--- config.mk ---
export PLATFORM = sky130hd
export DESIGN_NAME = swm_cell
export DESIGN_NICKNAME = d
export VERILOG_FILES = /design/src/rtl/core/swm_pkg.sv /design/src/rtl/core/swm_cell.sv
export SDC_FILE = /design/constraint.sdc
export NUM_CORES = 1
export LEC_CHECK = 0
export BUFFER_PORTS_ARGS = -buffer_cell sky130_fd_sc_hd__buf_2
export CORE_UTILIZATION = 56
export DETAILED_ROUTE_END_ITERATION = 8
export PLACE_DENSITY = 0.93
export RECOVER_POWER = 100
export SYNTH_ARGS = -nofsm -noshare
export SYNTH_HDL_FRONTEND = slang
export SYNTH_SLANG_ARGS = --single-unit
--- constraint.sdc ---
create_clock -name clk -period 6.4 [get_ports clk]
set_input_delay 0.96 -clock clk [delete_from_list [all_inputs] [get_ports clk]]
set_output_delay 0.96 -clock clk [all_outputs]
set_load 0.03 [all_outputs]
--- src/rtl/core/swm_pkg.sv ---
// Package with the shared constants, types and codes of the sliding window maximum filter.
`timescale 1ns / 1ps

package swm_pkg;

    localparam int WINDOW_MAX_DEFAULT = 64;
    localparam int SAMPLE_W           = 32;
    localparam int CFG_W              = 7;
    localparam int APB_DATA_W         = 32;
    localparam int APB_ADDR_W         = 3;
    localparam int REG_IDX_W          = 1;

    localparam logic [CFG_W-1:0]     WINDOW_SIZE_RESET = 7'd3;
    localparam logic [REG_IDX_W-1:0] REG_WINDOW_SIZE   = 1'b0;

    // Starting value of a scan: the most negative sample.
    localparam logic signed [SAMPLE_W-1:0] BEST_INIT = {1'b1, {(SAMPLE_W-1){1'b0}}};

    // Scan token that walks down the cell row, one cell per cycle.
    typedef struct packed {
        logic                       valid;
        logic signed [SAMPLE_W-1:0] best;
    } tok_t;

    typedef enum logic [1:0] {
        ST_IDLE,
        ST_SCAN,
        ST_WAIT
    } state_t;

endpackage

--- src/rtl/core/swm_cell.sv ---
// One cell of the window row: holds one sample and updates the passing scan token.
`timescale 1ns / 1ps

module swm_cell #(
    parameter int KW  = 7,
    parameter int IDX = 0
) (
    input  logic                                clk,
    input  logic                                rst_n,
    input  logic                                shift_en,
    input  logic signed [swm_pkg::SAMPLE_W-1:0] sample_in,
    output logic signed [swm_pkg::SAMPLE_W-1:0] sample_out,
    input  logic [KW-1:0]                       k,
    input  swm_pkg::tok_t                       tok_in,
    output swm_pkg::tok_t                       tok_out
);

    logic signed [swm_pkg::SAMPLE_W-1:0] sample_reg;
    swm_pkg::tok_t                       tok_reg;
    swm_pkg::tok_t                       tok_next;
    logic                                active;

    always_ff @(posedge clk)
    begin
        if (shift_en)
        begin
            sample_reg <= sample_in;
        end
    end

    // A cell takes part in the scan only if its sample lies inside the window.
    assign active = (KW'(IDX) < k);

    always_comb
    begin
        tok_next.valid = tok_in.valid;
        tok_next.best  = tok_in.best;
        if (tok_in.valid && active && (sample_reg > tok_in.best))
        begin
            tok_next.best = sample_reg;
        end
    end

    always_ff @(posedge clk or negedge rst_n)
    begin
        if (!rst_n)
        begin
            tok_reg <= '0;
        end
        else
        begin
            tok_reg <= tok_next;
        end
    end

    assign sample_out = sample_reg;
    assign tok_out    = tok_reg;

endmodule

# Word level (Yosys, flattened, before mapping)
# Cells that the tools add are included.
# totals
ff_bits,65
latch_bits,0
mem_bits_rw,0
mem_bits_ro,0
output_inout_bits,65
elab_cells,8
mem_count,0
# classes
add_sub_neg,0
multipliers,0
n_div,0
order_cmp,2
n_eq_ne,0
shift,0
mux,1
bitwise_logic,0
reduce_logical,2
# ops
op,count
$gt A32 B32 Y1,1
$mux W32,1
$lt A1 B7 Y1 const A,1
$logic_and A1 B1 Y1,2

# Longest topological paths before layout
# Gate-level depths: netlist (run 1).
# logic_depth
depth_word,4
ltp_mapped,10
ltp_nobuf,8

# Worst setup path after synthesis (run 1)
# No wires, ideal clock.
# synth_timing
path_type,input-to-reg
start,in tok_in[31] (netlist name)
end,"reg tok_reg, in the netlist tok_out[30]"
t_arrival_ns,2.857
slack_ns,3.405
cell_stages,9
n_path_buf,1
path_cell_list,inv_1 ha_1 nand4_2 or4_4 o21a_4 buf_6 and3_1 a22oi_1 o2111ai_1
# synth_rtl
item,line,rtl
from (decl),swm_cell.sv:14,"input swm_pkg::tok_t tok_in,"
to (signal assigned),swm_cell.sv:52,tok_reg <= tok_next;
to (decl),swm_cell.sv:19,swm_pkg::tok_t tok_reg;

==> results by group, run 1 <==
Setup path
  – Reg-to-Reg Start: sample_out[31]
  – Slowest Stage Delay on Critical Path: 1650 ps
  – Cells on worst reg2reg path: 8
  – CP max FO: 130
  – CP Cell Sequence: buf_2 -> inv_1 -> ha_2 -> nand4_1 -> or4_4 -> o21ai_2 -> buf_4 -> nor3b_1 -> a22oi_1 -> o2111ai_1
  – Slowest-stage cell, CP: ha_2
  – R2r endpoint: tok_out[10]
  – Critical path type: input port to flop
  – CP top delay family: adder cells
  – Crit path buffers/inverters: 3
  – Critical path capture point type: flop
  – Crit path DAT: 5290 ps
  – Critical Path RT: 6590 ps
  – CP Launch Point: tok_in[31]
  – Flop2flop setup slack: 1560 ps
  – CP Launch Type: input port

Synthesis
  – Post-synthesis cell area: 4280 um2
  – Netlist cell types: 34
  – Synthesized instance count: 451
  – Sequential area share after synthesis: 41.7%
  – Most common cell in the netlist: nand4_1
  – Xor and xnor area share after synthesis: 0%
  – Largest family of logic cells by synthesized area: simple AND/OR/NAND/NOR gates
  – Yosys top cell area share: 22.4%
  – Synth area leader: edfxtp_1
  – Ys Warns: 0
  – Mean Syn Cell Area: 9.49 um2
  – Top cells by area, synth: edfxtp_1 22%, dfrtp_1 19%, ha_1 9.4%, o2111ai_1 6.3%, a22oi_1 5.6%
  – Synth Flop Type: dfrtp_1
  – Asr flop ratio synth: 50.8%
  – Post-synthesis compound-gate area fraction: 20.0%
  – Mux cell area share after synthesis: 0%
  – Synthesized-area fraction occupied by adder cells: under 10%
  – Syn nets: 558
  – Post-synth EDFFs: 32
  – Post-synthesis register bit count: 65
  – Post-Synth Simple-Gate Area: 22.0%
  – Most instantiated cells after synthesis: 37 x nand4_1, 33 x clkbuf_1, 33 x dfrtp_1, 33 x inv_1, 33 x nor2_1

Floorplanning
  – Starting Density: 58.4%
  – Core area: 7330 um2
  – Die Y: 89.4 um
  – Die Wd: 89.4 um
  – Row count: 31
  – I/O pin count: 140
  – Die area: 8000 um2

Route
  – Post-Route WL: 12.1 mm
  – Drt pass-1 iters: 7
  – Wire per inst: 18.1 um
  – Vias/cell: 6.49
  – Remaining DRCs: 0
  – 1st-iter DRT viols: around 430
  – Antenna-violating nets left: 0
  – DR vias: roughly 4,300

Run
  – Max_cap viols: 3

Clock tree
  – Htree depth: 3
  – Clk_lat worst skew: 350 ps
  – CTS buffer count: 9
  – CTS tree: built
  – CTS max path bufs: 2
  – # hold bufs at CTS: 0
  – Clock Tree Root: clkbuf_8
  – Clock slew at reported path FFs: 70 ps
  – Post-CTS Resized: 0
  – Clk sinks: 65
  – Post-CTS Setup Inserts: 0

STA
  – Max-slew violations: between 150 and 200
  – Final Hold Viols: 0
  – Max Clk Rate: 0.196 GHz
  – Tcrit/Tclk final: 79.7%
  – Post-route setup TNS: 0 ps
  – Worst hold margin: between 700 and 800 ps
  – Setup violators final: 0
  – Worst slew pin tran: around 2000 ps
  – Final Critical Period: 5100 ps
  – Worst Skew: 8.97 ps
  – Slew margin rel.: -30.1%
  – Final worst slack: between 1000 and 1500 ps
  – Unrepaired setup endpoints after global routing: no

Finish
  – Area Overhead vs Synth: 17.9%
  – Fraction of layout cells with a size suffix above 1: 16.1%
  – Final core occ: just under 70%
  – Diodes inserted: 0
  – # nets final: 672

Global route
  – Initial antenna violation count: 0
  – GRT Total Usage: 31.0%
  – Vias in the first global route: 4,060
  – First-pass GRT wire length: 18.9 mm
  – Largest net degree at the start of global routing: 131
  – GRT overflow: 0

Pwr
  – Leakage power total: 0.00212 uW
  – Total power per unit cell area: ~250 nW/um2
  – Worst vdd ir: roughly 0.14 mV
  – Final Total Pwr: 1250 uW

Outcome
  – Outcome: finished, violations left
  – Failing checks: capacitance limit, slew limit

Hold path
  – WHS Endpoint: tok_out[32]
  – Hold Crit Depth: 1
  – Worst hold path class: input port to flop
  – Hold path start: tok_in[32]

Place
  – Dpl ws: 1930 ps
  – Port bufs: 139
  – Post-detail-place hpwl: about 7.9 mm
  – Routability cong.: roughly 0.86
==> kinds of logic after synthesis <==
group	count (synthesis)
compound gates	124
simple gates	158
flops	65
buf+inv	72
fa+ha+maj	32
==> metrics by stage <==
step	area [um2]	cells
floorplan	4280	451
global placement	4980	653
detailed placement	4980	653
CTS	5150	669
global route	5050	669
finish	5050	669
==> registers in the layout (all words and copies together), names as in the netlist <==
register    count
tok_out        33
sample_out     32
==> worst max-delay path by stage <==
stage             endpoint  slack (ps)  cells after the start
2_1_floorplan  tok_out[30]        3400                      9
3_3_place_gp   tok_out[23]        2110                     10
3_5_place_dp   tok_out[10]        1930                     10
4_1_cts        tok_out[10]        2230                     10
5_1_grt        tok_out[10]         980                     10
6_report       tok_out[10]        1300                     10
==> metal layers <==
metal | wire length, um | GRT usage (%)
met3 | 1130 | 5.63
met5 | 0 | 0
met2 | 5880 | 51.3
met1 | 4760 | 38.9
met4 | 374 | 15.9
==> where the power goes <==
part | switching (uW) | total, uW | internal (uW)
clock | 154 | 317 | 163
sequential | 30.5 | 527 | 496
combinational | 291 | 410 | 119
total | 476 | 1250 | 778
==> placed cells by master, fill, tap and decap left out, types with 2 or more instances in the layout <==
cell type / Yosys / final
clkbuf_1: 33 / 72
buf_2: 3 / 72
nand4_1: 37 / 38
inv_1: 33 / 33
nor2_1: 33 / 33
dfrtp_1: 33 / 33
a22oi_1: 32 / 32
and3_1: 32 / 32
edfxtp_1: 32 / 32
nor3b_1: 31 / 31
o2111ai_1: 31 / 31
ha_1: 32 / 31
o21ai_0: 30 / 30
a21oi_1: 14 / 14
clkbuf_8: 0 / 11
nand2_1: 8 / 8
o21ai_1: 7 / 7
and4_1: 4 / 4
nand3_1: 3 / 3
buf_4: 0 / 3
nor4_1: 2 / 2
nor3_1: 2 / 2
a21boi_0: 2 / 2
nor2b_1: 2 / 2
==> final cells by class <==
class                           instances  area, um2
Clock buffer                           16        170
Fill cell                             581       2280
Inverter                               33        124
Multi-Input combinational cell        314       2210
Sequential cell                        65       1790
Tap cell                               99        124
Timing Repair Buffer                  142        634
No activity file was read; power rests on OpenSTA's default activity.
==> inputs of run 2 (changes only) <==
--- a/config.mk
+++ b/config.mk
@@ -5,10 +5,11 @@
 export SDC_FILE = /design/constraint.sdc
 export NUM_CORES = 1
 export LEC_CHECK = 0
+export ABC_AREA = 1
 export BUFFER_PORTS_ARGS = -buffer_cell sky130_fd_sc_hd__buf_2
-export CORE_UTILIZATION = 56
+export CORE_UTILIZATION = 48
 export DETAILED_ROUTE_END_ITERATION = 8
-export PLACE_DENSITY = 0.93
+export PLACE_DENSITY = 0.87
 export RECOVER_POWER = 100
 export SYNTH_ARGS = -nofsm -noshare
 export SYNTH_HDL_FRONTEND = slang
==> constraint.sdc (replaced) <==
create_clock -name clk -period 4.96 [get_ports clk]
set_input_delay 0.744 -clock clk [delete_from_list [all_inputs] [get_ports clk]]
set_output_delay 0.744 -clock clk [all_outputs]
set_load 0.03 [all_outputs]
==> run 2 against run 1 <==
  * The run ends with DRC, capacitance limit, slew limit left
  * Flip-flop and latch count is the same
  * Wire length decreased by 34%
  * Die area shrank 12%
  * Non-clock buffer count fell by 1
  * Clock skew rose by 5.4 ps
  * Cell count down 18%
  * Critical path depth up 2
  * Global-route usage decreased by 7.0 points
  * Sequential power rose by 25%
  * Critical endpoint is now tok_out[1]
==> results by group, run 2 <==
Clock tree
  – Clock slew at reported path FFs: 80 ps
  – CTS max path bufs: 2
  – Post-CTS Setup Inserts: 0
  – Clk_lat worst skew: 330 ps
  – CTS buffer count: 9
  – Post-CTS Resized: 0
  – Clock Tree Root: clkbuf_8
  – # hold bufs at CTS: 0
  – Htree depth: 3
  – Clk sinks: 65
  – CTS tree: built

Setup path
  – Critical path type: input port to flop
  – Reg-to-Reg Start: sample_out[31]
  – CP Launch Type: input port
  – Slowest-stage cell, CP: nand2_1
  – Most frequent cell on the critical path: nand2_1
  – CP Launch Point: tok_in[31]
  – CP Cell Sequence: clkbuf_1 -> inv_1 -> ha_1 -> a21oi_1 -> o21a_1 -> nand2_1 -> a21oi_1 -> nand2_1 -> nand2_1 -> nand3_4 -> nand2_1 -> nand2_1
  – Critical path capture point type: flop
  – CP max FO: 33
  – Crit path buffers/inverters: 2
  – Critical Path RT: 5170 ps
  – CP top delay family: simple AND/OR/NAND/NOR gates
  – Crit path DAT: approximately 3700 ps
  – Slowest Stage Delay on Critical Path: 850 ps

Global route
  – Initial antenna violation count: 0
  – GRT overflow: 0
  – First-pass GRT wire length: ~13 mm
  – GRT Total Usage: 24.1%
  – Vias in the first global route: ~2,900
  – Largest net degree at the start of global routing: 34

Synthesis
  – Post-synth EDFFs: 32
  – Most instantiated cells after synthesis: 104 x nand2_1, 42 x inv_1, 33 x dfrtp_1
  – Asr flop ratio synth: 50.8%
  – Post-synthesis compound-gate area fraction: about 3.2%
  – Mean Syn Cell Area: 9.88 um2
  – Yosys top cell area share: 29.7%
  – Post-synthesis register bit count: 65
  – Synthesized instance count: 327
  – Synthesized-area fraction occupied by adder cells: 12.4%
  – Xor and xnor area share after synthesis: 0%
  – Sequential area share after synthesis: a little under three fifths
  – Largest family of logic cells by synthesized area: simple AND/OR/NAND/NOR gates
  – Most common cell in the netlist: nand2_1
  – Ys Warns: 0
  – Syn nets: 434
  – Synth area leader: edfxtp_1
  – Mux cell area share after synthesis: 0%
  – Post-synthesis cell area: between 3000 and 4000 um2
  – Post-Synth Simple-Gate Area: around 22%
  – Netlist cell types: 21
  – Synth Flop Type: dfrtp_1
  – Top cells by area, synth: edfxtp_1 30%, dfrtp_1 26%, ha_1 12%, nand2_1 12%, nand4_1 6.2%

Route
  – DR vias: 2,787
  – Wire per inst: 14.5 um
  – Drt pass-1 iters: 6
  – Remaining DRCs: 16
  – Post-Route WL: 7.98 mm
  – Vias/cell: 5.08
  – Antenna-violating nets left: 0
  – 1st-iter DRT viols: 114

Floorplanning
  – Starting Density: 50.3%
  – Die area: 7070 um2
  – Die Y: 84.1 um
  – I/O pin count: 140
  – Die Wd: 84.1 um
  – Core area: between 6000 and 7000 um2
  – Row count: 29

Outcome
  – Outcome: finished, violations left
  – Failing checks: DRC, capacitance limit, slew limit

Finish
  – Area Overhead vs Synth: 25.7%
  – Commonest non-fill, non-tap cell in the layout: nand2_1
  – Multi-input gate area: 1210 um2
  – Diodes inserted: 0
  – Max reg flops: 33
  – Most frequent cells in the layout: 105 x nand2_1, 71 x buf_2, 69 x clkbuf_1
  – Fillers: between 500 and 600
  – Final core occ: a little over three fifths
  – Fraction of layout cells with a size suffix above 1: 19.3%
  – # nets final: 574
  – Sequential cell area: between 1500 and 2000 um2

STA
  – Post-route setup TNS: 0 ps
  – Final Critical Period: 3500 ps
  – Max-slew violations: 67
  – Tcrit/Tclk final: between 70% and 80%
  – Slew margin rel.: -24.1%
  – Setup violators final: 0
  – Unrepaired setup endpoints after global routing: no
  – Worst Skew: between 10 and 15 ps
  – Final Hold Viols: 0
  – Max Clk Rate: between 0.2 and 0.3 GHz
  – Worst slew pin tran: 1860 ps

Pwr
  – Worst vdd ir: between 0.15 and 0.2 mV
  – Leakage power total: 0.00208 uW
  – Total power per unit cell area: 362 nW/um2

Place
  – Routability cong.: 0.777
  – Post-detail-place hpwl: 5.76 mm
  – Port bufs: 139

Hold path
  – Hold path start: tok_in[32]
  – Worst hold path class: input port to flop

Run
  – Max_cap viols: 2
run 2: changes by cell type after synthesis, moves of 4 or more:
cell | previous run | this run
nand2_1 | 8 | 104
a22oi_1 | 32 | 0
and3_1 | 32 | 0
nor3b_1 | 31 | 0
o2111ai_1 | 31 | 0
clkbuf_1 | 33 | 3
o21ai_0 | 30 | 2
nor2_1 | 33 | 11
inv_1 | 33 | 42
o21ai_1 | 7 | 0
nand4_1 | 37 | 32
and4_1 | 4 | 0
run 2: final timing paths:
kind | endpoint | slack [ps] | cells after the start
max | tok_out[1] | 1460 | 12
max reg2reg | tok_out[1] | 1540 | 10
max in group asynchronous | tok_out[19] | 2970 | 1
min reg2reg | tok_out[3] | 570 | 2
min | tok_out[32] | 530 | 1
min in group asynchronous | tok_out[9] | 910 | 1
run 2: layout make-up:
type | instances | share of cell area (%)
multi-input combinational | 208 | 29.8
tap | 77 | 2.37
inverter | 42 | 3.88
clock buffer | 10 | 3.14
sequential | 65 | 44.0
clock inverter | 6 | 1.45
timing repair buffer | 141 | 15.4
run 2: cells by family (layout without fill, tap and decap cells):
| kind of cell | count (synthesis) | after routing |
|---|---|---|
| compound gates | 19 | 19 |
| flops | 65 | 65 |
| fa+ha+maj | 32 | 32 |
| simple gates | 157 | 157 |
| buf+inv | 54 | 199 |
run 2: worst register-to-register path, delay by kind of cell (launching register included):
family	cells	cell delay (ps)
flip-flops	1	440
adder cells (fa/ha/maj)	1	400
AND/OR/NAND/NOR	6	1940
AO/OA/AOI/OAI	3	530
run 2: stage by stage:
step	hold slack, ps	total power, uW	std cells	setup slack, ps	area, um2
finish	528	1470	549	1460	4060
global route	511	1550	549	1080	4060
CTS	507	1490	549	1940	4150
detailed placement	549	1070	533	1640	3960
global placement	552	1050	533	1690	3960
floorplan	448	931	327	2740	3230
run 2: report_power, final:
group          internal [uW]  switching [uW]  leakage [uW]
Combinational            102             278       0.00128
Sequential               631            29.7      0.000706
Clock                    229             200     0.0000897
Total                    962             508       0.00208
run 2: routing by layer:
layer / vias to the layer above / global-route usage [%] / routed length [um]
li1: 1374 / - / -
met1: 1296 / 27.5 / 3250
met3: 12 / 6.73 / 458
met4: 0 / 8.93 / 154
met5: - / 0 / 0
met2: 105 / 42.7 / 4120
==> inputs of run 3 (changes only) <==
==> constraint.sdc (replaced) <==
create_clock -name clk -period 3.57 [get_ports clk]
set_input_delay 0.5355 -clock clk [delete_from_list [all_inputs] [get_ports clk]]
set_output_delay 0.5355 -clock clk [all_outputs]
set_load 0.03 [all_outputs]
==> run 3 against run 2 <==
  * The flow still finishes with violations (DRC, capacitance limit, slew limit)
  * Clock skew shrank 1.0 ps
  * Wire length increased by 0.88%
  * Sequential share of layout area shrank 0.27 points
  * Register-to-register slack lost 940 ps
  * Hold slack got worse by 180 ps
  * Combinational power is 39% higher
  * Cell count is 0.18% higher
  * Clock power up 56%
  * Critical path depth stayed put
  * Largest power group unchanged
  * Die area is the same
  * Core utilization rose by 0.39 points
  * Non-clock buffer count increased by 1
==> results by group, run 3 (synthesis results as in run 2) <==
Setup path
  – Crit path buffers/inverters: 1
  – Critical Path RT: between 3000 and 4000 ps
  – Slowest-stage cell, CP: nor2_1
  – Critical path capture point type: flop
  – Crit path DAT: around 3200 ps
  – CP Launch Type: flop
  – CP top delay family: simple AND/OR/NAND/NOR gates
  – CP Cell Sequence: ha_1 -> nand2_1 -> nor2_1 -> nand2_1 -> nor3b_1 -> nand3_1 -> nand2_1 -> nor2_1 -> buf_4 -> nand3_4 -> nand2_1 -> nand2_1
  – Slowest Stage Delay on Critical Path: between 500 and 600 ps
  – CP max FO: 32
  – Critical path type: flop to flop
  – Most frequent cell on the critical path: nand2_1

Floorplanning
  – Die area: 7070 um2
  – Core area: 6420 um2
  – I/O pin count: 140
  – Die Y: 84.1 um
  – Die Wd: 84.1 um
  – Starting Density: roughly 50%
  – Row count: 29

STA
  – Max Clk Rate: between 0.3 and 0.4 GHz
  – Post-route setup TNS: 0 ps
  – Setup violators final: 0
  – Worst Skew: 13.4 ps
  – Unrepaired setup endpoints after global routing: no
  – Max-slew violations: 67
  – Slew margin rel.: -23.6%
  – Final Hold Viols: 0
  – Tcrit/Tclk final: between 80 and 90%
  – Final Critical Period: 2970 ps
  – Worst slew pin tran: approximately 1900 ps

Clock tree
  – Post-CTS Setup Inserts: 0
  – CTS tree: built
  – Clock Tree Root: clkbuf_8
  – Post-CTS Resized: 0
  – # hold bufs at CTS: 0
  – CTS max path bufs: 2
  – Clock slew at reported path FFs: 70 ps
  – Clk_lat worst skew: 340 ps
  – Clk sinks: 65
  – Htree depth: 3
  – CTS buffer count: 9

Finish
  – Commonest non-fill, non-tap cell in the layout: nand2_1
  – Fraction of layout cells with a size suffix above 1: 19.0%
  – # nets final: about 580
  – Final core occ: 63.6%
  – Most frequent cells in the layout: 104 x nand2_1, 70 x clkbuf_1, 70 x buf_2
  – Area Overhead vs Synth: 26.5%
  – Fillers: a little under 600
  – Diodes inserted: 0
  – Max reg flops: 33

Global route
  – Initial antenna violation count: 0
  – Largest net degree at the start of global routing: 34
  – GRT Total Usage: 23.7%
  – GRT overflow: 0
  – First-pass GRT wire length: ~13 mm
  – Vias in the first global route: 2,814

Outcome
  – Outcome: finished, violations left
  – Failing checks: DRC, capacitance limit, slew limit

Pwr
  – Comb pwr share: 25.0%
  – Sequential share of power: 43.4%
  – Leakage power total: about 0.0021 uW
  – Clock power share: between 30% and 40%
  – Worst vdd ir: 0.211 mV
  – Total power per unit cell area: 518 nW/um2
  – Switch Pwr: between 700 and 800 uW
  – Int Power: 1410 uW
  – Switching Fraction: 33.4%

Route
  – 1st-iter DRT viols: 192
  – Vias/cell: 5.12
  – Antenna-violating nets left: 0
  – Remaining DRCs: 16
  – Wire per inst: ~15 um
  – Post-Route WL: approximately 8.1 mm
  – DR vias: 2,816
  – Drt pass-1 iters: 6

Place
  – Port bufs: about 140
  – Post-detail-place hpwl: approximately 5.9 mm
  – Routability cong.: 0.795

Hold path
  – Worst hold path class: input port to flop

Run
  – Max_cap viols: 2
## run 3: cell count changes in the layout (fill, tap and decap cells not counted), sizes merged
cell and delta:
clkbuf +1, clkinv +1, clkinvlp -2, bufinv +1
## run 3: area by class of cell
class	count	area, um2	area share [%]
clock buffer	10	128	3.12
clock inverter	6	82.6	2.02
inverter	42	158	3.86
multi-input combinational	208	1200	29.5
sequential	65	1790	43.7
tap	77	96.3	2.36
timing repair buffer	142	632	15.5
## run 3: power groups by stage
stage | clock, uW | combinational [uW] | sequential (uW)
floorplan | 0 | 195 | 1100
global placement | 0 | 536 | 927
detailed placement | 0 | 555 | 930
CTS | 680 | 557 | 916
global route | 710 | 580 | 928
finish | 668 | 530 | 919
## run 3: metrics by stage
stage          total power, uW  hold WS (ps)  cell area, um2  worst slack (ps)  instances
2_1_floorplan             1290           240            3230              1500        327
3_3_place_gp              1460           555            3970               814        534
3_5_place_dp              1490           552            3970               666        534
4_1_cts                   2150           283            4180               836        550
5_1_grt                   2220           331            4090               351        550
6_report                  2120           346            4090               603        550
## run 3: final timing paths
| path | startpoint | endpoint | slack [ps] | cells past startpoint |
|---|---|---|---|---|
| max | sample_out[31] | tok_out[3] | 600 | 12 |
| min | tok_in[32] | tok_out[32] | 350 | 1 |
| max reg2reg | sample_out[31] | tok_out[3] | 600 | 12 |
| min reg2reg | sample_out[5] | tok_out[5] | 580 | 2 |
| max in group asynchronous | rst_n | tok_out[30] | 1800 | 1 |
| min in group asynchronous | rst_n | tok_out[9] | 690 | 1 |
## run 3: per-layer routing
layer / track usage (%) / vias to the layer above / routed length (um)
met3: 6.23 / 18 / 382
met5: 0 / - / 0
met4: 11.0 / 0 / 208
met1: 27.3 / 1327 / 3280
li1: - / 1373 / -
met2: 41.1 / 98 / 4180
## run 3: worst register-to-register path, delay by kind of cell, from the launching register on
family,cells,cell delay [ps]
adder cells (fa/ha/maj),1,380
buffers and inverters,1,400
flip-flops,1,450
AND/OR/NAND/NOR,10,1620
